===== config.mk =====
export PLATFORM = sky130hd
export DESIGN_NAME = humidity_fan_level_hysteresis
export DESIGN_NICKNAME = d
export VERILOG_FILES = /design/src/sv/hfl_pkg.sv /design/src/sv/hfl_cfg.sv /design/src/sv/hfl_level_unit.sv /design/src/sv/humidity_fan_level_hysteresis.sv
export SDC_FILE = /design/constraint.sdc
export NUM_CORES = 1
export LEC_CHECK = 0
export BUFFER_PORTS_ARGS = -buffer_cell sky130_fd_sc_hd__buf_2
export CAP_MARGIN = 0
export CORE_MARGIN = 8
export CORE_UTILIZATION = 45
export CTS_BUF_LIST = sky130_fd_sc_hd__clkbuf_8 sky130_fd_sc_hd__clkbuf_16
export DETAILED_ROUTE_END_ITERATION = 7
export REMOVE_ABC_BUFFERS = 1
export SYNTH_ARGS = -nofsm -noshare
export SYNTH_HDL_FRONTEND = slang
export SYNTH_SLANG_ARGS = --single-unit

===== constraint.sdc =====
create_clock -name clk -period 6.7 [get_ports clk]
set_clock_uncertainty 0.05 [all_clocks]
set_input_delay 1.34 -clock clk [delete_from_list [all_inputs] [get_ports clk]]
set_output_delay 1.34 -clock clk [all_outputs]
set_load 0.05 [all_outputs]

===== src/sv/hfl_pkg.sv =====
// ----------------------------------------------------------------------------
// hfl_pkg
// Types, codes and reset values shared by the humidity fan level block.
// ----------------------------------------------------------------------------
package hfl_pkg;

    localparam int THR_W    = 10;
    localparam int MARGIN_W = 7;
    localparam int LIMIT_W  = 16;
    localparam int TIME_W   = 32;
    localparam int APB_AW   = 5;
    localparam int APB_DW   = 32;

    typedef enum logic [1:0] {
        LVL_STOP   = 2'd0,
        LVL_SLOW   = 2'd1,
        LVL_NORMAL = 2'd2,
        LVL_FAST   = 2'd3
    } level_t;

    typedef enum logic {
        CMD_SAMPLE = 1'b0,
        CMD_CHECK  = 1'b1
    } cmd_t;

    typedef enum logic [2:0] {
        REG_SLOW_THR   = 3'd0,
        REG_NORMAL_THR = 3'd1,
        REG_FAST_THR   = 3'd2,
        REG_DOWN_MARGIN = 3'd3,
        REG_SILENCE_LIMIT = 3'd4
    } reg_idx_t;

    localparam logic [THR_W-1:0]    RST_SLOW_THR   = 10'd300;
    localparam logic [THR_W-1:0]    RST_NORMAL_THR = 10'd350;
    localparam logic [THR_W-1:0]    RST_FAST_THR   = 10'd400;
    localparam logic [MARGIN_W-1:0] RST_DOWN_MARGIN = 7'd5;
    localparam logic [LIMIT_W-1:0]  RST_SILENCE_LIMIT = 16'd5000;

    typedef struct packed {
        logic [THR_W-1:0]    slow_threshold;
        logic [THR_W-1:0]    normal_threshold;
        logic [THR_W-1:0]    fast_threshold;
        logic [MARGIN_W-1:0] down_margin;
        logic [LIMIT_W-1:0]  silence_limit_ms;
    } cfg_t;

    typedef struct packed {
        logic              cmd;
        logic [THR_W-1:0]  humidity_tenths;
        logic [TIME_W-1:0] now_ms;
    } sample_t;

    typedef struct packed {
        logic [1:0] fan_speed;
        logic       by_timeout;
    } result_t;

endpackage


===== src/sv/hfl_cfg.sv =====
// ----------------------------------------------------------------------------
// hfl_cfg
// APB register file holding thresholds, hysteresis margin and silence limit.
// ----------------------------------------------------------------------------
module hfl_cfg (
    input  logic                        clk,
    input  logic                        rst_n,
    input  logic                        psel,
    input  logic                        penable,
    input  logic                        pwrite,
    input  logic [hfl_pkg::APB_AW-1:0]  paddr,
    input  logic [hfl_pkg::APB_DW-1:0]  pwdata,
    output logic [hfl_pkg::APB_DW-1:0]  prdata,
    output logic                        pready,
    output hfl_pkg::cfg_t               cfg
);

    localparam int APB_AW_HI = hfl_pkg::APB_AW - 1;

    hfl_pkg::cfg_t    cfg_reg;
    hfl_pkg::cfg_t    cfg_next;
    hfl_pkg::reg_idx_t idx;
    logic             wr_en;

    assign pready = 1'b1;
    assign wr_en  = psel && penable && pwrite;
    assign idx    = hfl_pkg::reg_idx_t'(paddr[APB_AW_HI:2]);
    assign cfg    = cfg_reg;

    always_comb
    begin
        cfg_next = cfg_reg;
        if (wr_en)
        begin
            case (idx)
                hfl_pkg::REG_SLOW_THR:
                    cfg_next.slow_threshold = pwdata[hfl_pkg::THR_W-1:0];
                hfl_pkg::REG_NORMAL_THR:
                    cfg_next.normal_threshold = pwdata[hfl_pkg::THR_W-1:0];
                hfl_pkg::REG_FAST_THR:
                    cfg_next.fast_threshold = pwdata[hfl_pkg::THR_W-1:0];
                hfl_pkg::REG_DOWN_MARGIN:
                    cfg_next.down_margin = pwdata[hfl_pkg::MARGIN_W-1:0];
                hfl_pkg::REG_SILENCE_LIMIT:
                    cfg_next.silence_limit_ms = pwdata[hfl_pkg::LIMIT_W-1:0];
                default:
                    cfg_next = cfg_reg;
            endcase
        end
    end

    always_comb
    begin
        case (idx)
            hfl_pkg::REG_SLOW_THR:
                prdata = hfl_pkg::APB_DW'(cfg_reg.slow_threshold);
            hfl_pkg::REG_NORMAL_THR:
                prdata = hfl_pkg::APB_DW'(cfg_reg.normal_threshold);
            hfl_pkg::REG_FAST_THR:
                prdata = hfl_pkg::APB_DW'(cfg_reg.fast_threshold);
            hfl_pkg::REG_DOWN_MARGIN:
                prdata = hfl_pkg::APB_DW'(cfg_reg.down_margin);
            hfl_pkg::REG_SILENCE_LIMIT:
                prdata = hfl_pkg::APB_DW'(cfg_reg.silence_limit_ms);
            default:
                prdata = '0;
        endcase
    end

    always_ff @(posedge clk or negedge rst_n)
    begin
        if (!rst_n)
        begin
            cfg_reg.slow_threshold   <= hfl_pkg::RST_SLOW_THR;
            cfg_reg.normal_threshold <= hfl_pkg::RST_NORMAL_THR;
            cfg_reg.fast_threshold   <= hfl_pkg::RST_FAST_THR;
            cfg_reg.down_margin      <= hfl_pkg::RST_DOWN_MARGIN;
            cfg_reg.silence_limit_ms <= hfl_pkg::RST_SILENCE_LIMIT;
        end
        else
        begin
            cfg_reg <= cfg_next;
        end
    end

endmodule


===== src/sv/hfl_level_unit.sv =====
// ----------------------------------------------------------------------------
// hfl_level_unit
// Level state, last sample time and the per-transaction level decision.
// ----------------------------------------------------------------------------
module hfl_level_unit (
    input  logic              clk,
    input  logic              rst_n,
    input  logic              go,
    input  hfl_pkg::sample_t  item,
    input  hfl_pkg::cfg_t     cfg,
    output logic              emit,
    output hfl_pkg::result_t  res
);

    hfl_pkg::level_t                level_reg;
    hfl_pkg::level_t                level_next;
    logic                           known_reg;
    logic                           known_next;
    logic [hfl_pkg::TIME_W-1:0]     last_reg;
    logic [hfl_pkg::TIME_W-1:0]     last_next;

    hfl_pkg::level_t                classed;
    hfl_pkg::level_t                raised;
    hfl_pkg::level_t                target;
    logic                           ge_slow;
    logic                           ge_normal;
    logic                           ge_fast;
    logic                           dn_slow;
    logic                           dn_normal;
    logic                           dn_fast;
    logic [hfl_pkg::THR_W:0]        h_up;
    logic [hfl_pkg::TIME_W-1:0]     elapsed;
    logic                           timed_out;
    logic                           is_sample;

    assign is_sample = (item.cmd == hfl_pkg::CMD_SAMPLE);

    assign ge_slow   = item.humidity_tenths >= cfg.slow_threshold;
    assign ge_normal = item.humidity_tenths >= cfg.normal_threshold;
    assign ge_fast   = item.humidity_tenths >= cfg.fast_threshold;

    // h < thr - margin, rearranged as h + margin < thr so it never goes negative.
    assign h_up      = {1'b0, item.humidity_tenths}
                     + (hfl_pkg::THR_W + 1)'(cfg.down_margin);
    assign dn_slow   = h_up < {1'b0, cfg.slow_threshold};
    assign dn_normal = h_up < {1'b0, cfg.normal_threshold};
    assign dn_fast   = h_up < {1'b0, cfg.fast_threshold};

    assign elapsed   = item.now_ms - last_reg;
    assign timed_out = elapsed > hfl_pkg::TIME_W'(cfg.silence_limit_ms);

    always_comb
    begin
        if (ge_fast)
            classed = hfl_pkg::LVL_FAST;
        else if (ge_normal)
            classed = hfl_pkg::LVL_NORMAL;
        else if (ge_slow)
            classed = hfl_pkg::LVL_SLOW;
        else
            classed = hfl_pkg::LVL_STOP;
    end

    // Raise at once, step down through every band it clears; unknown level: classify.
    always_comb
    begin
        raised = level_reg;
        if (ge_fast)
            raised = hfl_pkg::LVL_FAST;
        else if (ge_normal && level_reg < hfl_pkg::LVL_NORMAL)
            raised = hfl_pkg::LVL_NORMAL;
        else if (ge_slow && level_reg < hfl_pkg::LVL_SLOW)
            raised = hfl_pkg::LVL_SLOW;

        target = raised;
        if (target == hfl_pkg::LVL_FAST && dn_fast)
            target = hfl_pkg::LVL_NORMAL;
        if (target == hfl_pkg::LVL_NORMAL && dn_normal)
            target = hfl_pkg::LVL_SLOW;
        if (target == hfl_pkg::LVL_SLOW && dn_slow)
            target = hfl_pkg::LVL_STOP;
        if (!known_reg)
            target = classed;
    end

    always_comb
    begin
        level_next = level_reg;
        known_next = known_reg;
        last_next  = last_reg;
        if (is_sample)
        begin
            emit           = !known_reg || (target != level_reg);
            res.fan_speed  = target;
            res.by_timeout = 1'b0;
        end
        else
        begin
            emit           = timed_out && (!known_reg || level_reg != hfl_pkg::LVL_STOP);
            res.fan_speed  = hfl_pkg::LVL_STOP;
            res.by_timeout = 1'b1;
        end
        if (go)
        begin
            if (is_sample)
            begin
                level_next = target;
                known_next = 1'b1;
                last_next  = item.now_ms;
            end
            else if (emit)
            begin
                level_next = hfl_pkg::LVL_STOP;
                known_next = 1'b1;
            end
        end
    end

    always_ff @(posedge clk or negedge rst_n)
    begin
        if (!rst_n)
        begin
            level_reg <= hfl_pkg::LVL_STOP;
            known_reg <= 1'b0;
            last_reg  <= '0;
        end
        else
        begin
            level_reg <= level_next;
            known_reg <= known_next;
            last_reg  <= last_next;
        end
    end

endmodule


===== src/sv/humidity_fan_level_hysteresis.sv =====
// ----------------------------------------------------------------------------
// humidity_fan_level_hysteresis
// Fan speed level from humidity samples with hysteresis and silence failsafe.
// ----------------------------------------------------------------------------
// Usage:
//   The sample channel (sample_valid, sample_stall, sample) carries humidity
//   samples and timeout checks, each with a millisecond timestamp. The result
//   channel (result_valid, result_stall, result) carries a new speed level,
//   produced when the level changes or no level is known yet. A transaction
//   moves at a rising edge with valid high and stall low.
//   The sample lands in an input register, the level decision runs against
//   the level register, and the result is held in an output register. One
//   transaction is taken every cycle while the result is not stalled; the
//   level register update in the decision cycle sets that rate.
//   While a pending result is stalled, an empty input register still takes
//   one transaction; once it holds one, sample_stall stays high until the
//   result drains.
//   Reset clears the level to STOP with no level known, the last sample time
//   to zero and the registers to their defaults. Registers are to be written
//   through the APB port while the block is idle; the block does not enforce it.
// ----------------------------------------------------------------------------
module humidity_fan_level_hysteresis (
    input  logic                        clk,
    input  logic                        rst_n,
    input  logic                        sample_valid,
    output logic                        sample_stall,
    input  hfl_pkg::sample_t            sample,
    output logic                        result_valid,
    input  logic                        result_stall,
    output hfl_pkg::result_t            result,
    input  logic                        psel,
    input  logic                        penable,
    input  logic                        pwrite,
    input  logic [hfl_pkg::APB_AW-1:0]  paddr,
    input  logic [hfl_pkg::APB_DW-1:0]  pwdata,
    output logic [hfl_pkg::APB_DW-1:0]  prdata,
    output logic                        pready
);

    hfl_pkg::cfg_t     cfg;
    hfl_pkg::sample_t  in_data_reg;
    hfl_pkg::sample_t  in_data_next;
    logic              in_vld_reg;
    logic              in_vld_next;
    hfl_pkg::result_t  out_data_reg;
    hfl_pkg::result_t  out_data_next;
    logic              out_vld_reg;
    logic              out_vld_next;
    logic              advance;
    logic              emit;
    hfl_pkg::result_t  res;

    hfl_cfg u_cfg (
        .clk     (clk),
        .rst_n   (rst_n),
        .psel    (psel),
        .penable (penable),
        .pwrite  (pwrite),
        .paddr   (paddr),
        .pwdata  (pwdata),
        .prdata  (prdata),
        .pready  (pready),
        .cfg     (cfg)
    );

    hfl_level_unit u_level (
        .clk   (clk),
        .rst_n (rst_n),
        .go    (advance),
        .item  (in_data_reg),
        .cfg   (cfg),
        .emit  (emit),
        .res   (res)
    );

    // The held transaction moves on unless the output register is full and stalled.
    assign advance      = in_vld_reg && !(out_vld_reg && result_stall);
    assign sample_stall = in_vld_reg && !advance;
    assign result_valid = out_vld_reg;
    assign result       = out_data_reg;

    always_comb
    begin
        in_vld_next  = in_vld_reg;
        in_data_next = in_data_reg;
        if (!sample_stall)
        begin
            in_vld_next = sample_valid;
            if (sample_valid)
                in_data_next = sample;
        end
    end

    always_comb
    begin
        out_vld_next  = out_vld_reg;
        out_data_next = out_data_reg;
        if (advance && emit)
        begin
            out_vld_next  = 1'b1;
            out_data_next = res;
        end
        else if (!result_stall)
        begin
            out_vld_next = 1'b0;
        end
    end

    always_ff @(posedge clk or negedge rst_n)
    begin
        if (!rst_n)
        begin
            in_vld_reg  <= 1'b0;
            out_vld_reg <= 1'b0;
        end
        else
        begin
            in_vld_reg  <= in_vld_next;
            out_vld_reg <= out_vld_next;
        end
    end

    always_ff @(posedge clk)
    begin
        in_data_reg  <= in_data_next;
        out_data_reg <= out_data_next;
    end

endmodule


==> summary.md <==
| Metric | Value |
|---|---|
| Status | complete, no violations |
| Most instantiated flip-flop cell in the synthesis netlist | sky130_fd_sc_hd__dfrtp_1 |
| Post-placement cell area | about 10,000 um^2 |
| Setup slack at placement | 1300 ps |
| Slowest-stage cell, CP | sky130_fd_sc_hd__a211oi_1 |
| First-pass iteration count of the detailed router | 5 |
| Setup repair after global routing missed its margin | false |
| Static leakage | 5.00 nW |
| Cell chain of the critical path | inv_1 > ha_1 > inv_1 > fa_1 > a211o_1 > a211oi_1 > or3_4 > nand2_1 > xor2_1 > ha_1 > a21oi_1 > nand2_1 > a221o_1 > o31ai_1 > o2111ai_1 > or4_1 > nor3_1 > nand4bb_1 > a22o_2 |
| Effective utilization at floorplan | 45.4% |
| Number of setup buffers added after CTS | 0 |
| Antenna Cells | 0 |
| Wire length after detailed routing | around 23 mm |
| Clock Tree Buf Depth | 2 |
| Startpoint types | flip-flop |
| Count of final max-slew check failures | 0 |
| # placed instances | 1,344 |
| Vias in the first global route | 7,595 |
| Count of max-cap constraint violations | 0 |
| Sw power | between 1.5 and 2 mW |
| Post_cts resized | 0 |
| Area share of the largest cell type after synthesis | 18.5% |
| Total of fill cells in the finished design | 1,912 |
| Setup total negative slack | 0 ps |
| Post-synthesis sequential element count | ~140 |
| Average size of a mapped cell | 9.39 um^2 |
| Data arrival time of the critical path | 5560 ps |
| Crit. End Element | flip-flop |
| Final std cells w/o fill | 1,376 |
| Overflow left after global routing | 0 |
| Final cell area excluding filler cells | 10,700 um^2 |
| Maximum number of pins on one net before global-route repair | between 60 and 70 |
| Detailed Place HPWL | 17.9 mm |
| Final critical-path share of the clock period | between 80% and 90% |
| Die X | 161 um |
| Final critical path time including I/O delays and setup | roughly 5400 ps |
| Number of nets still failing antenna checks after routing | 0 |
| Internal portion of total power | roughly 2.5 mW |
| Share of layout cells above drive strength 1 | 16.6% |
| Worst skew pair latency | 430 ps |
| Clock slew seen by the registers of the worst setup and hold paths | 60 ps |
| Cells taking the most area after synthesis | sky130_fd_sc_hd__dfrtp_1, sky130_fd_sc_hd__ha_1, sky130_fd_sc_hd__edfxtp_1, sky130_fd_sc_hd__dfstp_2, sky130_fd_sc_hd__o21ai_0 |
| Slew at the pin with the worst max-slew slack | 775 ps |
| Most used standard cell by instance count after synthesis | sky130_fd_sc_hd__nand2_1 |
| Area added between synthesis and finish | 13.7% |
| Share of synthesized area occupied by flip-flops and latches | 38.7% |
| Largest stage delay on the critical path | 530 ps |
| Crit path kind | reg2reg |
| Initial antenna violation count | 0 |
| Sequential share of power | 27.6% |
| Register cell area after layout | 3660 um^2 |
| Cell types with the highest counts after synthesis | sky130_fd_sc_hd__nand2_1, sky130_fd_sc_hd__ha_1, sky130_fd_sc_hd__o21ai_0 |
| Total Routing Usage GR | 18.2% |
| Detailed router's first-iteration violation count | 354 |
| Cell variety after synth | 80 |
| Headroom to the max-slew limit | 48.3% |
| Synthesis warning total | 0 |
| Post-Syn Area | 9450 um^2 |
| Chip Height | 161 um |
| Setup Viol. Count Final | 0 |
| TritonCTS buffer count | 17 |
| Global-route wire length before repair | 38.2 mm |
| Count of pins on the block boundary | 125 |
| Post-DR wirelength/cell | 16.7 um |
| Count of buffers inserted at the top-level ports | 89 |
| Hold Vio Cnt, Final | 0 |
| Type of the tightest min-delay check | reg2reg |
| Total area of multi-input combinational cells | between 5000 and 6000 um^2 |
| # nets final | 1,288 |
| Clock tree from TritonCTS | done |
| Fmax | about 0.18 GHz |
| Root Buffer | sky130_fd_sc_hd__clkbuf_16 |
| Via-per-instance ratio | 5.45 |
| Post-route setup slack | ~1300 ps |
| WP data required | about 6800 ps |
| Max FFs per register | 53 |
| Die area | 25,900 um^2 |
| Max H-tree Level | 4 |
| Fraction of synthesis flops using an asynchronous set or reset pin | 66.2% |
| Logic gate share of total power | 48.7% |
| Number of cells produced by synthesis | 1,006 |
| Worst hold margin | 437 ps |
| Number of sinks on the clock net | 136 |
| Area leader, netlist | sky130_fd_sc_hd__dfrtp_1 |
| Vias after detailed routing | approximately 7,500 |
| RePlAce Congestion | about 0.87 |
| Number of enable-type register cells in the synthesized netlist | 46 |
| Switching share of power | 40.7% |
| VDD IR max | 0.000191 V |
| Standard cell core area | 20,800 um^2 |
| CTS Hold Bufs | 0 |
| CP max FO | 4 |
| Part of the power in the clock network | 23.7% |
| Count of standard-cell rows | 53 |
| DRC violations left | 0 |
| Power density normalized to cell area | around 400 nW/um^2 |
==> routing by layer <==
layer | share of wire (%) | GRT usage (%) | up-vias
met5 | 0 | 0 | -
li1 | - | - | 3789
met4 | 1.9 | 5.93 | 0
met2 | 46 | 29.1 | 151
met3 | 4.2 | 4.02 | 24
met1 | 48 | 23.9 | 3541
==> worst paths after layout <==
path	end	slack, ps	startpoint	cells past startpoint
max	result[2]$_SDFFCE_PP0P_	1270	in_data_reg[0]$_DFFE_PP_	19
min in group asynchronous	u_level.last_reg[3]$_DFFE_PN0P_	790	rst_n	1
max reg2reg	result[2]$_SDFFCE_PP0P_	1270	in_data_reg[0]$_DFFE_PP_	19
max in group asynchronous	in_vld_reg$_DFFE_PN0N_	4700	rst_n	2
min	u_level.last_reg[29]$_DFFE_PN0P_	440	in_data_reg[29]$_DFFE_PP_	2
min reg2reg	u_level.last_reg[29]$_DFFE_PN0P_	440	in_data_reg[29]$_DFFE_PP_	2
==> worst max-delay path: cells and delay by family, from the launching register on <==
kind	cells	cell delay (ps)
AOI/OAI and AO/OA	7	2190
adders and majority gates	3	920
and+or+nand+nor	6	1350
DFF	1	370
buffers and inverters	2	130
xor gates and xnor gates	1	170
==> power by group through the flow <==
stage	sequential, mW	clock [mW]	combinational (mW)
2_1_floorplan	1.19	0	1.56
3_3_place_gp	1.19	0	2.03
3_5_place_dp	1.19	0	2.06
4_1_cts	1.18	1.03	2.07
5_1_grt	1.20	1.06	2.34
6_report	1.18	1.01	2.07
==> kinds of logic after synthesis <==
family	Yosys count	share of synthesized area [%]
AOI/OAI and AO/OA	295	19.7
xor gates and xnor gates	26	2.41
adders and majority gates	113	15.1
buffers and inverters	139	6.24
DFF	136	38.7
muxes	45	5.06
other	2	0.0795
and+or+nand+nor	250	12.7
==> layout by cell type, fill, tap and decap left out, types with 5 or more instances in the layout <==
cell | Yosys | layout
sky130_fd_sc_hd__a211o_1 | 6 | 6
sky130_fd_sc_hd__a211oi_1 | 8 | 8
sky130_fd_sc_hd__a21o_1 | 22 | 22
sky130_fd_sc_hd__a21oi_1 | 63 | 63
sky130_fd_sc_hd__a31oi_1 | 13 | 13
sky130_fd_sc_hd__and3_1 | 14 | 14
sky130_fd_sc_hd__buf_2 | 3 | 88
sky130_fd_sc_hd__buf_4 | 17 | 6
sky130_fd_sc_hd__clkbuf_16 | 0 | 17
sky130_fd_sc_hd__conb_1 | 2 | 17
sky130_fd_sc_hd__dfrtp_1 | 70 | 70
sky130_fd_sc_hd__dfstp_2 | 20 | 20
sky130_fd_sc_hd__edfxtp_1 | 46 | 46
sky130_fd_sc_hd__ha_1 | 111 | 111
sky130_fd_sc_hd__inv_1 | 93 | 95
sky130_fd_sc_hd__mux2_2 | 22 | 22
sky130_fd_sc_hd__mux2i_1 | 23 | 23
sky130_fd_sc_hd__nand2_1 | 113 | 113
sky130_fd_sc_hd__nand2b_1 | 8 | 8
sky130_fd_sc_hd__nand3_1 | 14 | 14
sky130_fd_sc_hd__nand4_1 | 14 | 14
sky130_fd_sc_hd__nor2_1 | 45 | 44
sky130_fd_sc_hd__nor2b_1 | 7 | 6
sky130_fd_sc_hd__nor3_1 | 9 | 9
sky130_fd_sc_hd__o2111ai_1 | 5 | 5
sky130_fd_sc_hd__o211ai_1 | 5 | 5
sky130_fd_sc_hd__o21a_1 | 9 | 9
sky130_fd_sc_hd__o21ai_0 | 105 | 105
sky130_fd_sc_hd__o22ai_1 | 9 | 9
sky130_fd_sc_hd__xnor2_1 | 15 | 15
sky130_fd_sc_hd__xor2_1 | 11 | 11
==> stage by stage <==
step                total power [mW]  util, %
CTS                             4.28     51.6
floorplan                       2.75        -
global placement                3.21     48.6
detailed placement              3.24     48.6
global route                    4.61     51.6
finish                          4.26     51.6
==> area by class of cell <==
class / instances / area share (%)
well taps: 275 / 3.20
inverters: 93 / 3.25
flip-flops and latches: 136 / 34.1
multi-input cells: 746 / 49.1
clock inverters: 15 / 1.88
clock buffers: 17 / 3.96
repair buffers: 94 / 4.52
Power figures use the tool's default switching activity.
